$ cat src/rtl/fic_pkg.sv
package fic_pkg;

  localparam int LENGTH_BITS = 24;

  localparam logic [31:0] CRC_INIT = 32'hFFFF_FFFF;
  localparam logic [31:0] CRC_POLY = 32'h04C1_1DB7;

  typedef enum logic [1:0] {
    MODE_MARK     = 2'd0,
    MODE_VERIFY   = 2'd1,
    MODE_ROLLBACK = 2'd2
  } mode_t;

  typedef enum logic [1:0] {
    STATUS_OK           = 2'd0,
    STATUS_INVALID      = 2'd1,
    STATUS_CRC_MISMATCH = 2'd2,
    STATUS_LEN_MISMATCH = 2'd3
  } status_t;

  // one input item as held in the input register
  typedef struct packed {
    logic [1:0] mode;
    logic       bank;
    logic [7:0] data;
    logic       last;
  } in_item_t;

  // MSB-first CRC-32 update by one byte, eight shift steps unrolled
  function automatic logic [31:0] crc_byte(input logic [31:0] crc, input logic [7:0] b);
    logic [31:0] c;
    c = crc ^ {b, 24'd0};
    for (int k = 0; k < 8; k++) begin
      if (c[31]) begin
        c = {c[30:0], 1'b0} ^ CRC_POLY;
      end else begin
        c = {c[30:0], 1'b0};
      end
    end
    return c;
  endfunction

endpackage

$ cat src/rtl/fic_in_stage.sv
module fic_in_stage (
  input  logic              clk,
  input  logic              rst_n,
  input  logic              in_valid,
  output logic              in_ready,
  input  fic_pkg::in_item_t in_item,
  output logic              s1_valid,
  input  logic              s1_ready,
  output fic_pkg::in_item_t s1_item
);
  import fic_pkg::*;

  logic     s1_valid_r;
  logic     s1_valid_nxt;
  in_item_t s1_item_r;

  assign in_ready = !s1_valid_r || s1_ready;

  always_comb begin
    s1_valid_nxt = s1_valid_r;
    if (in_ready) begin
      s1_valid_nxt = in_valid;
    end
  end

  always_ff @(posedge clk) begin
    if (!rst_n) begin
      s1_valid_r <= 1'b0;
    end else begin
      s1_valid_r <= s1_valid_nxt;
    end
  end

  // payload: load on every accepted item
  always_ff @(posedge clk) begin
    if (in_ready && in_valid) begin
      s1_item_r <= in_item;
    end
  end

  assign s1_valid = s1_valid_r;
  assign s1_item  = s1_item_r;

endmodule

$ cat src/rtl/fic_core.sv
module fic_core (
  input  logic              clk,
  input  logic              rst_n,
  input  logic              s1_valid,
  output logic              s1_ready,
  input  fic_pkg::in_item_t s1_item,
  output logic              out_valid,
  input  logic              out_ready,
  output logic [1:0]        out_status,
  output logic              out_ok,
  output logic [31:0]       out_crc
);
  import fic_pkg::*;

  // bank records
  logic [1:0]             image_valid_r;
  logic [1:0]             image_valid_nxt;
  logic [31:0]            image_crc_r [2];
  logic [LENGTH_BITS-1:0] image_length_r [2];

  // shared stream state
  logic [31:0]            running_crc_r;
  logic [31:0]            running_crc_nxt;
  logic [LENGTH_BITS-1:0] byte_count_r;
  logic [LENGTH_BITS-1:0] byte_count_nxt;

  // result register
  logic        out_valid_r;
  logic        out_valid_nxt;
  logic [1:0]  out_status_r;
  logic        out_ok_r;
  logic [31:0] out_crc_r;

  logic                   is_stream;
  logic                   is_rollback;
  logic                   has_result;
  logic                   out_free;
  logic                   fire;
  logic [31:0]            crc_upd;
  logic [31:0]            crc_final;
  logic [LENGTH_BITS-1:0] cnt_inc;
  status_t                status;
  logic                   ok;
  logic [31:0]            crc_res;
  logic                   store_rec;

  always_comb begin
    is_stream   = 1'b0;
    is_rollback = 1'b0;
    case (mode_t'(s1_item.mode))
      MODE_MARK:     is_stream = 1'b1;
      MODE_VERIFY:   is_stream = 1'b1;
      MODE_ROLLBACK: is_rollback = 1'b1;
      default: begin
        is_stream   = 1'b0;
        is_rollback = 1'b0;
      end
    endcase
  end

  assign has_result = is_rollback || (is_stream && s1_item.last);
  assign out_free   = !out_valid_r || out_ready;
  // an item with no result never waits on the output side
  assign fire       = s1_valid && (!has_result || out_free);
  assign s1_ready   = !has_result || out_free;

  assign crc_upd   = crc_byte(running_crc_r, s1_item.data);
  assign crc_final = crc_upd ^ CRC_INIT;
  assign cnt_inc   = byte_count_r + LENGTH_BITS'(1);

  always_comb begin
    status    = STATUS_OK;
    ok        = 1'b1;
    crc_res   = crc_final;
    store_rec = 1'b0;
    if (is_rollback) begin
      crc_res = 32'd0;
    end else if (mode_t'(s1_item.mode) == MODE_MARK) begin
      store_rec = 1'b1;
    end else if (!image_valid_r[s1_item.bank]) begin
      status = STATUS_INVALID;
      ok     = 1'b0;
    end else if (crc_final != image_crc_r[s1_item.bank]) begin
      status = STATUS_CRC_MISMATCH;
      ok     = 1'b0;
    end else if (cnt_inc != image_length_r[s1_item.bank]) begin
      status = STATUS_LEN_MISMATCH;
      ok     = 1'b0;
    end
  end

  always_comb begin
    running_crc_nxt = running_crc_r;
    byte_count_nxt  = byte_count_r;
    image_valid_nxt = image_valid_r;
    if (fire && is_stream) begin
      if (s1_item.last) begin
        running_crc_nxt = CRC_INIT;
        byte_count_nxt  = '0;
      end else begin
        running_crc_nxt = crc_upd;
        byte_count_nxt  = cnt_inc;
      end
    end
    if (fire && is_rollback) begin
      image_valid_nxt[s1_item.bank] = 1'b0;
    end
    if (fire && has_result && store_rec) begin
      image_valid_nxt[s1_item.bank] = 1'b1;
    end
  end

  always_comb begin
    out_valid_nxt = out_valid_r;
    if (fire && has_result) begin
      out_valid_nxt = 1'b1;
    end else if (out_ready) begin
      out_valid_nxt = 1'b0;
    end
  end

  always_ff @(posedge clk) begin
    if (!rst_n) begin
      image_valid_r <= '0;
      running_crc_r <= CRC_INIT;
      byte_count_r  <= '0;
      out_valid_r   <= 1'b0;
    end else begin
      image_valid_r <= image_valid_nxt;
      running_crc_r <= running_crc_nxt;
      byte_count_r  <= byte_count_nxt;
      out_valid_r   <= out_valid_nxt;
    end
  end

  // records are only read after the valid flag is set
  always_ff @(posedge clk) begin
    if (fire && has_result && store_rec) begin
      image_crc_r[s1_item.bank]    <= crc_final;
      image_length_r[s1_item.bank] <= cnt_inc;
    end
  end

  always_ff @(posedge clk) begin
    if (fire && has_result) begin
      out_status_r <= status;
      out_ok_r     <= ok;
      out_crc_r    <= crc_res;
    end
  end

  assign out_valid  = out_valid_r;
  assign out_status = out_status_r;
  assign out_ok     = out_ok_r;
  assign out_crc    = out_crc_r;

endmodule

$ cat src/rtl/firmware_image_crc_checker_top.sv
// Channel | Signals                          | Carries
// in_     | tvalid tready tdata tuser tlast  | image byte, mode and bank, final-byte mark
// out_    | tvalid tready tdata tuser        | CRC of the image, status and pass flag
//
// One item is taken every cycle unless out_ stalls; results pass input and result registers.
// The CRC update is an eight-step byte unroll between the input and result registers.
// Reset clears both bank valid flags and the byte count and sets the running CRC to CRC_INIT.
// A stall on out_ holds an item that yields a result and the input behind it;
// items with no result pass a full result register.
module firmware_image_crc_checker_top (
  input  logic        clk,
  input  logic        rst_n,
  input  logic        in_tvalid,
  output logic        in_tready,
  input  logic [7:0]  in_tdata,   // [7:0] image_byte
  input  logic [2:0]  in_tuser,   // [1:0] mode, [2] bank
  input  logic        in_tlast,   // last_byte
  output logic        out_tvalid,
  input  logic        out_tready,
  output logic [31:0] out_tdata,  // [31:0] crc_value
  output logic [2:0]  out_tuser   // [1:0] status, [2] image_ok
);
  import fic_pkg::*;

  in_item_t   in_item;
  in_item_t   s1_item;
  logic       s1_valid;
  logic       s1_ready;
  logic [1:0] status;
  logic       ok;

  assign in_item.mode = in_tuser[1:0];
  assign in_item.bank = in_tuser[2];
  assign in_item.data = in_tdata;
  assign in_item.last = in_tlast;

  fic_in_stage u_in (
    .clk      (clk),
    .rst_n    (rst_n),
    .in_valid (in_tvalid),
    .in_ready (in_tready),
    .in_item  (in_item),
    .s1_valid (s1_valid),
    .s1_ready (s1_ready),
    .s1_item  (s1_item)
  );

  fic_core u_core (
    .clk        (clk),
    .rst_n      (rst_n),
    .s1_valid   (s1_valid),
    .s1_ready   (s1_ready),
    .s1_item    (s1_item),
    .out_valid  (out_tvalid),
    .out_ready  (out_tready),
    .out_status (status),
    .out_ok     (ok),
    .out_crc    (out_tdata)
  );

  assign out_tuser = {ok, status};

endmodule

$ cat config.mk
export PLATFORM = sky130hd
export DESIGN_NAME = firmware_image_crc_checker_top
export DESIGN_NICKNAME = d
export VERILOG_FILES = /design/src/rtl/fic_pkg.sv /design/src/rtl/fic_in_stage.sv /design/src/rtl/fic_core.sv /design/src/rtl/firmware_image_crc_checker_top.sv
export SDC_FILE = /design/constraint.sdc
export NUM_CORES = 1
export LEC_CHECK = 0
export ABC_AREA = 1
export BUFFER_PORTS_ARGS = -buffer_cell sky130_fd_sc_hd__buf_4
export CORE_ASPECT_RATIO = 0.8
export CORE_UTILIZATION = 56
export DETAILED_ROUTE_END_ITERATION = 7
export PLACE_DENSITY = 0.74
export RECOVER_POWER = 50
export REMOVE_ABC_BUFFERS = 1
export SLEW_MARGIN = 0
export SYNTH_ARGS = -nofsm -noshare
export SYNTH_HDL_FRONTEND = slang
export SYNTH_SLANG_ARGS = --single-unit
$ cat constraint.sdc
create_clock -name clk -period 3.9 [get_ports clk]
set_input_delay 0.39 -clock clk [delete_from_list [all_inputs] [get_ports clk]]
set_output_delay 0.39 -clock clk [all_outputs]
set_load 0.005 [all_outputs]
# ---- Word level (Yosys, flattened, before mapping)
# Memory sizes are Yosys's and may differ from the RTL's. A register that Yosys moved wholly into a read port is not among the register bits.
# Index checks and enable logic that the tools add are counted.
dict set report word_totals {
  output_inout_bits 37
  register_bits 107
  word_cells 88
  inputBits 16
  memories 2
  ramBits 112
}
# memory words word_bits read_ports rd_ports_with_merged_regs wr line
set mem_list {}
lappend mem_list {u_core.image_crc_r 2 32 1 1 1 fic_core.sv:18} ;# logic [31:0] image_crc_r [2];
lappend mem_list {u_core.image_length_r 2 24 1 1 1 fic_core.sv:19} ;# logic [LENGTH_BITS-1:0] image_length_r [2];
dict set report op_classes {
  n_mux 32
  n_bitwise 14
  reduce_logical 20
  eq_ne 4
  n_lt_le_gt_ge 2
  n_addsub 1
}
# cell n
set op_table {}
lappend op_table {{2-to-1 mux 27 bit} 8}
lappend op_table {{NOT 14 bit} 8}
lappend op_table {{2-to-1 mux 32 bit} 1}
lappend op_table {{!= test 32 bit} 1}
lappend op_table {{NOT 32 bit} 1}
lappend op_table {{XOR 32 bit} 1}
lappend op_table {{adder 24 x 1 -> 24 bit (second input constant)} 1}
lappend op_table {{2-to-1 mux 24 bit} 1}
lappend op_table {{!= test 24 bit} 1}
lappend op_table {{2-to-1 mux 1 bit} 17}
lappend op_table {{logical AND 1 bit} 8}
lappend op_table {{2-to-1 mux 2 bit} 4}
lappend op_table {{logical OR 1 bit} 4}
lappend op_table {{OR reduction 2 bit} 2}
lappend op_table {{zero test 1 bit} 3}
lappend op_table {{OR reduction 3 bit} 1}
lappend op_table {{bitwise AND 2 bit} 1}
lappend op_table {{== test 2 x 1 -> 1 bit (second input constant)} 1}
lappend op_table {{== test 2 bit (second input constant)} 1}
lappend op_table {{zero test 2 bit} 1}
lappend op_table {{less-than comparator 1 x 2 -> 1 bit (second input constant)} 1}
lappend op_table {{NOT 2 bit} 1}
lappend op_table {{OR 2 bit} 1}
lappend op_table {{nonzero test 2 bit} 1}
lappend op_table {{other kinds (3)} 3}

# ---- Longest topological paths before layout
# Gate-level depths: netlist (run 1).
dict set report logic_depth {
  depth_word 21
  depth_mapped 20
  mapped_depth_nobuf 19
}

# ---- Cells and area by module
# From an unflattened synthesis (run 1), not the netlist that was laid out.
dict set report hier_totals {
  cells_unflattened 1437
  hier_area_um2 11593.6
}
# module n_inst cells_each seq_area_each_um2 area_per_inst_um2
set modules_own_cells {}
lappend modules_own_cells {fic_core 1 1417 5595.4 11174.5}
lappend modules_own_cells {fic_in_stage 1 19 380.4 411.6}
lappend modules_own_cells {firmware_image_crc_checker_top 1 1 0.0 7.5}

# ---- Worst setup path after synthesis (run 1)
# OpenSTA, ideal clock, no wires.
dict set report synth_timing {
  path_kind {register to register}
  start {reg u_in.s1_item_r (netlist bit u_in.s1_item[11])}
  end {mem u_core.image_crc_r[0][0] (enable)}
  path_stages_with_launch 8
  arrival_ps 3482
  t_required_ps 3428
  slack_ps -54
  setup_ps 472
  period_less_slack_ps 3954
  path_buffers 0
  path_cell_list {edfxtp_1 -> inv_1 -> o21ai_0 -> a31oi_1 -> nand2_1 -> nor3_1 -> inv_1 -> nor2_1}
}
dict set report synth_via {
  elab_chain_len 12
  elab_cells_between_ends 17
  cone_classes {2 x eq/ne; 6 x mux; 9 x reduce/logical}
}
# item line
set synth_rtl {}
lappend synth_rtl {{start: declaration} fic_in_stage.sv:15} ;# in_item_t s1_item_r;
lappend synth_rtl {{start signal: assignment} fic_in_stage.sv:37} ;# s1_item_r <= in_item;
lappend synth_rtl {{== test 2 x 1 -> 1 bit / zero test 2 bit (equally long branches)} {fic_core.sv:50, fic_core.sv:78}}
lappend synth_rtl {{OR reduction 2 bit (no source line)} n/a}
lappend synth_rtl {{2-to-1 mux 1 bit} fic_core.sv:50} ;# case (mode_t'(s1_item.mode))
lappend synth_rtl {{logical AND 1 bit} fic_core.sv:61} ;# assign has_result = is_rollback || (is_stream && s1_item.last);
lappend synth_rtl {{logical OR 1 bit} fic_core.sv:61}
lappend synth_rtl {{zero test 1 bit} fic_core.sv:64} ;# assign fire = s1_valid && (!has_result || out_free);
lappend synth_rtl {{logical OR 1 bit} fic_core.sv:64}
lappend synth_rtl {{logical AND 1 bit} fic_core.sv:64}
lappend synth_rtl {{logical AND 1 bit} fic_core.sv:138} ;# if (fire && has_result && store_rec) begin
lappend synth_rtl {{logical AND 1 bit (*)} fic_core.sv:138}
lappend synth_rtl {{2-to-1 mux 1 bit (*)} fic_core.sv:138}
lappend synth_rtl {{2-to-1 mux 1 bit (implied by the code) (*)} fic_core.sv:139} ;# image_crc_r[s1_item.bank] <= crc_final;
lappend synth_rtl {{end: declaration} fic_core.sv:18}
# Every way passes the cells marked *; elsewhere a longest branch is shown, timed or not.

# ---- Final worst setup path (run 1)
dict set report layout_timing {
  start {in rst_n}
  end {reg u_core.byte_count_r[23]}
}
# item line
set layout_lines {}
lappend layout_lines {{start: declaration} firmware_image_crc_checker_top.sv:12} ;# input logic rst_n,
lappend layout_lines {{end signal: assignment} fic_core.sv:131} ;# byte_count_r <= byte_count_nxt;
lappend layout_lines {{end: declaration} fic_core.sv:24} ;# logic [LENGTH_BITS-1:0] byte_count_r;
# No word-level cell between the ends.

==> results.sh, run 1 <==
export IMPL_routed_wl_um=29720
export IMPL_powerDensity_nw_per_um2=427.6
export IMPL_dr_pass1_iters=8
export IMPL_ant_nets=0
export IMPL_worstMarginPinSlew_ps=1914
export IMPL_post_place_cells=1742
export IMPL_reg2regPathDepth=16
export IMPL_syn_inst=1454
export IMPL_fmax_mhz=312.5
export IMPL_clock_sinks=220
export IMPL_drive_gt1_share_pct=8.092
export IMPL_antennaDiodeCount=0
export IMPL_grt_pass1_wl_um=46650
export IMPL_cts_root_buf="clkbuf_16"
export IMPL_dieWidth_um=162.5
export IMPL_hold_viol_final=0
export IMPL_path_clk_slew_ps=70
export IMPL_start_util_pct=57.64
export IMPL_die_area_sq_um=21200
export IMPL_peakVddDrop_uv=311.2
export IMPL_status="complete, but fails checks"
export IMPL_leakagePower_nw=5.677
export IMPL_cp_end_kind="register"
export IMPL_setup_ws_ps=700.0
export IMPL_grt_total_usage_pct=28.60
export IMPL_slew_viol_final=68
export IMPL_drv_cap=2
export IMPL_io_pins=53
export IMPL_drtIter0Drc=1093
export IMPL_port_buffers=52
export IMPL_drt_wirelength_per_cell_um=16.66
export IMPL_rsz0062_at_grt="no"
export IMPL_place_hpwl_um=20820
export IMPL_ys_ff_latch=220
export IMPL_postCtsHoldBufs=0
export IMPL_post_cts_buffers=0
export IMPL_synth_area_leaders="edfxtp_1 (41%), nand2_1 (18%), dfxtp_1 (11%), inv_1 (6.5%), nand3_1 (3.6%)"
export IMPL_worstSetupPathType="input pin to register"
export IMPL_setup_viol=0
export IMPL_final_common_cell="nand2_1"
export IMPL_grt_ovfl_total=0
export IMPL_finalPower_w=0.005455
export IMPL_clock_path_buffers=3
export IMPL_die_height_um=130.4
export IMPL_instances_no_fill=1784
export IMPL_violations="capacitance limit, slew limit"
export IMPL_grt_pass1_vias=8720
export IMPL_synth_avg_cell_area_sq_um=7.940
export IMPL_synth_warnings=0
export IMPL_hold_path_class="input pin to register"
export IMPL_ctsResizeCount=0
export IMPL_timing_setup_tns_ps=0
export IMPL_slew_headroom_pct=-27.59
export IMPL_hold_depth=1
export IMPL_gp_congestion=0.9342
export IMPL_crit_arrival_ps=3600
export IMPL_numCtsBuffers=23
export IMPL_final_cell_mix="nand2_1 (562), inv_1 (202), edfxtp_1 (159)"
export IMPL_synth_top_area_share_pct=41.36
export IMPL_fin_crit_sh_pct=82.05
export IMPL_fin_crit_ps=3200
export IMPL_fin_util_pct=63.70
export IMPL_cts_tree="done"
export IMPL_grt_max_degree=105
export IMPL_netlist_area_sq_um=11540
export IMPL_viasPerCell=5.402
export IMPL_seq_area_frac_synth_pct=51.93
export IMPL_insertion_delay_ps=520
export IMPL_areaGrowthSynthToFinish_pct=10.51
export IMPL_synth_cell_types=40
export IMPL_crit_fanout=34
export IMPL_rows=46
export IMPL_cts_htree_levels=1
export IMPL_coreArea_sq_um=20030
export IMPL_route_detailed_drc=0
export IMPL_nets=1520
export IMPL_antenna_found_initial=0
export IMPL_finalClockSkew_ps=26.60
export IMPL_required_ps=4300
export IMPL_start_kind="input pin"
export IMPL_vias=9638
export IMPL_place_ws_ps=1108
export IMPL_yosysTopAreaCell="edfxtp_1"
-- layout make-up --
| class | count | area, sq um |
|---|---|---|
| Timing Repair Buffer | 59 | 420.4 |
| Multi-Input combinational cell | 994 | 4517 |
| Tap cell | 264 | 330.3 |
| Clock buffer | 29 | 618.1 |
| Clock inverter | 13 | 101.3 |
| Inverter | 205 | 772.0 |
| Sequential cell | 220 | 6000 |
| Fill cell | 1763 | 7271 |
-- Yosys cell counts (all sizes together) --
library cell and count:
and2 1, o21ai 58, nand4 21, nor3 3
xor2 18, inv 204, a21oi 33, a21o 1
nor2 114, or2 2, buf 19, o31ai 1
ha 1, nand3b 18, clkbuf 16, nand3 87
o21bai 2, edfxtp 159, clkinv 1, o22ai 30
and3 1, nand2 582, xnor2 10, a31oi 1
xnor3 1, mux2i 9, dfxtp 61
-- path summary, 6_finish.rpt --
check | start | to | slack, ps
setup reg to reg | u_in.s1_item[8] | u_core.out_status[1] | 940
setup / recovery | rst_n | u_core.byte_count_r[23] | 700
hold / removal | in_tdata[4] | u_in.s1_item[5] | 60
hold reg to reg | register | register | 490
-- layer usage --
metal	track usage, %	share of wire [%]
met3	3.314	8.2
met2	42.63	41
met5	0	0
met1	44.40	49
met4	6.982	2.0
-- per-stage QoR --
stage	hold WS [ps]	area (sq um)
final	59.59	12760
after global placement	471.5	12160
after detailed placement	477.6	12160
after CTS	27.21	12880
after floorplan	454.2	11370
after global routing	53.76	12760
-- state kept, by name (all words and copies together) (netlist names), named ones only --
register	count
u_core.image_crc_r	64
u_core.out_ok	1
u_core.image_length_r	48
u_core.out_crc	32
u_core.running_crc_r	32
u_core.out_status	2
u_core.out_valid	1
u_in.s1_item	12
u_in.s1_valid	1
u_core.byte_count_r	24
-- power breakdown --
group / switching, W / internal (W) / total [W]
logic: 0.000505 / 0.000202 / 0.000707
registers: 0.0000477 / 0.00258 / 0.00263
clock network: 0.000924 / 0.00120 / 0.00212
-- critical path: stages --
cell,delay [ps]
clkbuf_1,1350
clkinv_1,1400
a21oi_1,430
-- kinds of logic (layout without fill, tap and decap cells) --
| group | after synthesis | after routing | share of synthesized area [%] |
|---|---|---|---|
| AO/OA/AOI/OAI | 126 | 126 | 5.885 |
| XOR/XNOR | 29 | 29 | 2.384 |
| adder cells (fa/ha/maj) | 1 | 1 | 0.1084 |
| buffers and inverters | 240 | 306 | 8.226 |
| flip-flops | 220 | 220 | 51.93 |
| multiplexers | 9 | 9 | 0.7803 |
| AND/OR/NAND/NOR | 829 | 829 | 30.68 |
No activity file was read; power rests on OpenSTA's default activity.
==> run 2: changes to the inputs <==
ABC_AREA = 0   (was 1)
CORE_UTILIZATION = 55   (was 56)
PLACE_DENSITY = 0.73   (was 0.74)
clock period = 2.8 ns   (was 3.9 ns; I/O delays follow)
==> run 2 against run 1 <==
The run ends with setup timing left. Combinational power rose by 110%. Final cell count fell by 30%. Hold slack got worse by 1.8 ps. Area after synthesis fell by 11%. Global-route usage fell by 3.1 points. Critical path depth rose by 7. Count of clock-buffer cells in the layout rose by 4. First-iteration DRC count fell by 49%. Sequential power rose by 41%. Die area fell by 9.7%.
==> results.sh, run 2 <==
export IMPL_port_buffers=52
export IMPL_finalPower_w=0.008264
export IMPL_grt_total_usage_pct=25.45
export IMPL_setup_viol=3
export IMPL_synth_area_leaders="edfxtp_1 (47%), dfxtp_1 (12%), xnor2_1 (6.9%), mux2i_1 (5.5%), xor2_1 (4.5%)"
export IMPL_cp_end_kind="register"
export IMPL_setup_ws_ps=-209.8
export IMPL_slew_viol_final=0
export IMPL_required_ps=3060
export IMPL_hold_path_class="input pin to register"
export IMPL_coreArea_sq_um=18170
export IMPL_dieWidth_um=154.5
export IMPL_synth_most_common_cell="edfxtp_1"
export IMPL_syn_inst=806
export IMPL_peakVddDrop_uv=454.4
export IMPL_holdWs_ps=57.76
export IMPL_seq_area_frac_synth_pct=58.62
export IMPL_die_height_um=124.0
export IMPL_place_hpwl_um=16150
export IMPL_insertion_delay_ps=510
export IMPL_dr_pass1_iters=5
export IMPL_numCtsBuffers=22
export IMPL_largestRegisters="u_core.image_crc_r (64), u_core.image_length_r (48)"
export IMPL_cts_root_buf="clkbuf_16"
export IMPL_num_fill_cells=1250
export IMPL_synth_edff_count=159
export IMPL_drv_cap=0
export IMPL_crit_arrival_ps=3270
export IMPL_hold_depth=3
export IMPL_hold_end="u_in.s1_valid"
export IMPL_gp_congestion=0.9053
export IMPL_min_from="in_tvalid"
export IMPL_powerDensity_nw_per_um2=636.3
export IMPL_synth_cell_types=58
export IMPL_clock_sinks=220
export IMPL_route_detailed_drc=0
export IMPL_clock_path_buffers=3
export IMPL_worstSetupPathType="register to register"
export IMPL_start_util_pct=56.29
export IMPL_nets=1015
export IMPL_slew_headroom_pct=47.06
export IMPL_fmax_mhz=332.2
export IMPL_largest_reg_flops=64
export IMPL_rsz0062_at_grt="yes"
export IMPL_areaGrowthSynthToFinish_pct=26.99
export IMPL_drtIter0Drc=552
export IMPL_crit_fanout=3
export IMPL_viasPerCell=5.624
export IMPL_final_area_sq_um=12990
export IMPL_path_clk_slew_ps=60
export IMPL_antennaDiodeCount=0
export IMPL_status="complete, but fails checks"
export IMPL_place_area_sq_um=11810
export IMPL_worstMarginPinSlew_ps=794.1
export IMPL_finalClockSkew_ps=13.86
export IMPL_routed_wl_um=24050
export IMPL_grt_pass1_vias=6927
export IMPL_cts_tree="done"
export IMPL_grt_ovfl_total=0
export IMPL_hold_viol_final=0
export IMPL_synth_warnings=0
export IMPL_die_area_sq_um=19150
export IMPL_final_cell_mix="buf_4 (170), edfxtp_1 (159), xnor2_1 (77)"
export IMPL_fin_crit_sh_pct=107.5
export IMPL_reg2reg_from="u_core.byte_count_r[0]"
export IMPL_ant_nets=0
export IMPL_netlist_area_sq_um=10230
export IMPL_grt_pass1_wl_um=37270
export IMPL_leakagePower_nw=5.250
export IMPL_start_kind="register"
export IMPL_vias=6996
export IMPL_synth_top_area_share_pct=46.68
export IMPL_drt_wirelength_per_cell_um=19.33
export IMPL_ys_top_cells_by_count="edfxtp_1 (159), xnor2_1 (81), dfxtp_1 (61), mux2i_1 (56), nor2_1 (54)"
export IMPL_r2r_slack_ps=-210
export IMPL_cts_htree_levels=1
export IMPL_reg2regPathDepth=10
export IMPL_antenna_found_initial=0
export IMPL_largest_register="u_core.image_crc_r"
export IMPL_r2r_end="u_core.out_status[1]"
export IMPL_grt_max_degree=61
export IMPL_final_common_cell="buf_4"
export IMPL_synthFlopType="edfxtp_1"
export IMPL_ys_ff_latch=220
export IMPL_synth_avg_cell_area_sq_um=12.69
export IMPL_rows=44
export IMPL_synthArstFlopShare_pct=0
export IMPL_fin_crit_ps=3010
export IMPL_io_pins=53
export IMPL_yosysTopAreaCell="edfxtp_1"
export IMPL_violations="setup timing"
export IMPL_drive_gt1_share_pct=28.11
run 2: cell types whose count changed after synthesis, sizes merged, moves of 22 or more:
cell	delta
nand2	-535
o21ai	-37
inv	-164
nor2	-60
mux2i	+47
xor2	+35
xnor2	+75
nand3	-75
a21oi	-22
run 2: area by class of cell:
cell class                 instances  area [sq um]  share of cell area (%)
inverter                          40         150.1                   1.156
sequential                       220          6012                   46.29
timing repair buffer             205          1655                   12.75
clock buffer                      33         633.1                   4.875
clock inverter                     7         113.9                  0.8767
multi-input combinational        509          4135                   31.84
tap                              230         287.8                   2.216
run 2: routing by layer:
layer  track usage, %  vias up  share of wire (%)  wire (um)
met5                0        -                  0          0
li1                 -     3255                  -          -
met4            6.002        0                1.4        336
met3            4.593       31                6.0       1452
met2            40.58      227                 46      11140
met1            36.47     3483                 46      11120
run 2: worst max path at each step:
| stage | slack [ps] | startpoint | depth (start not counted) | endpoint |
|---|---|---|---|---|
| after global routing | -350 | u_in.s1_item[2] | 11 | u_core.out_status[1] |
| after CTS | -300 | u_core.byte_count_r[1] | 10 | u_core.out_status[1] |
| after detailed placement | -470 | u_core.byte_count_r[1] | 10 | u_core.out_status[1] |
| final | -210 | u_core.byte_count_r[0] | 10 | u_core.out_status[1] |
| after global placement | -370 | u_core.byte_count_r[0] | 10 | u_core.out_status[1] |
| after floorplan | -5010 | u_in.s1_item[11] | 5 | u_core.image_crc_r[1][0] |
run 2: report_power, final:
| group | leakage (nW) | internal [W] | total [W] | switching (W) |
|---|---|---|---|---|
| combinational | 2.83 | 0.000715 | 0.00152 | 0.000801 |
| clock | 0.366 | 0.00184 | 0.00303 | 0.00118 |
| sequential | 2.06 | 0.00367 | 0.00372 | 0.0000497 |
run 2: cells by family after synthesis:
| family | after synthesis | share of synthesized area, % |
|---|---|---|
| flops | 220 | 58.62 |
| simple gates | 204 | 10.63 |
| xor+xnor | 156 | 16.12 |
| compound gates | 90 | 5.615 |
| buf+inv | 77 | 3.181 |
| mux | 58 | 5.701 |
| fa+ha+maj | 1 | 0.1223 |
run 2: per-stage QoR:
step | std cells | utilization (%) | worst slack [ps] | setup TNS (ps)
floorplan | 769 | - | -5008 | -650760
global placement | 1181 | 65.01 | -371.4 | -948.8
detailed placement | 1181 | 65.01 | -465.4 | -1238
CTS | 1243 | 70.92 | -295.9 | -680.3
global route | 1244 | 71.49 | -349.8 | -959.3
finish | 1244 | 71.49 | -209.8 | -556.9
run 2: worst max-delay path, stage by stage (launching register included):
cell and delay (ps):
dfxtp_2 360, ha_4 140, nand3_2 80, or4_4 530
buf_6 140, or4_4 470, a21oi_2 120, nand4_1 140
or4_4 560, nor3_4 140, nor2_1 70
run 2: repair_timing:
| action | in CTS | in global routing |
|---|---|---|
| gates resized for setup | 28 | 22 |
| pin swaps | 18 | 13 |
| setup buffers | 11 | 2 |
| endpoints found under the setup margin | 3 | 3 |
| hold buffers | 12 | 0 |
| endpoints found under the hold margin | 13 | 0 |
| cloned | 0 | 0 |
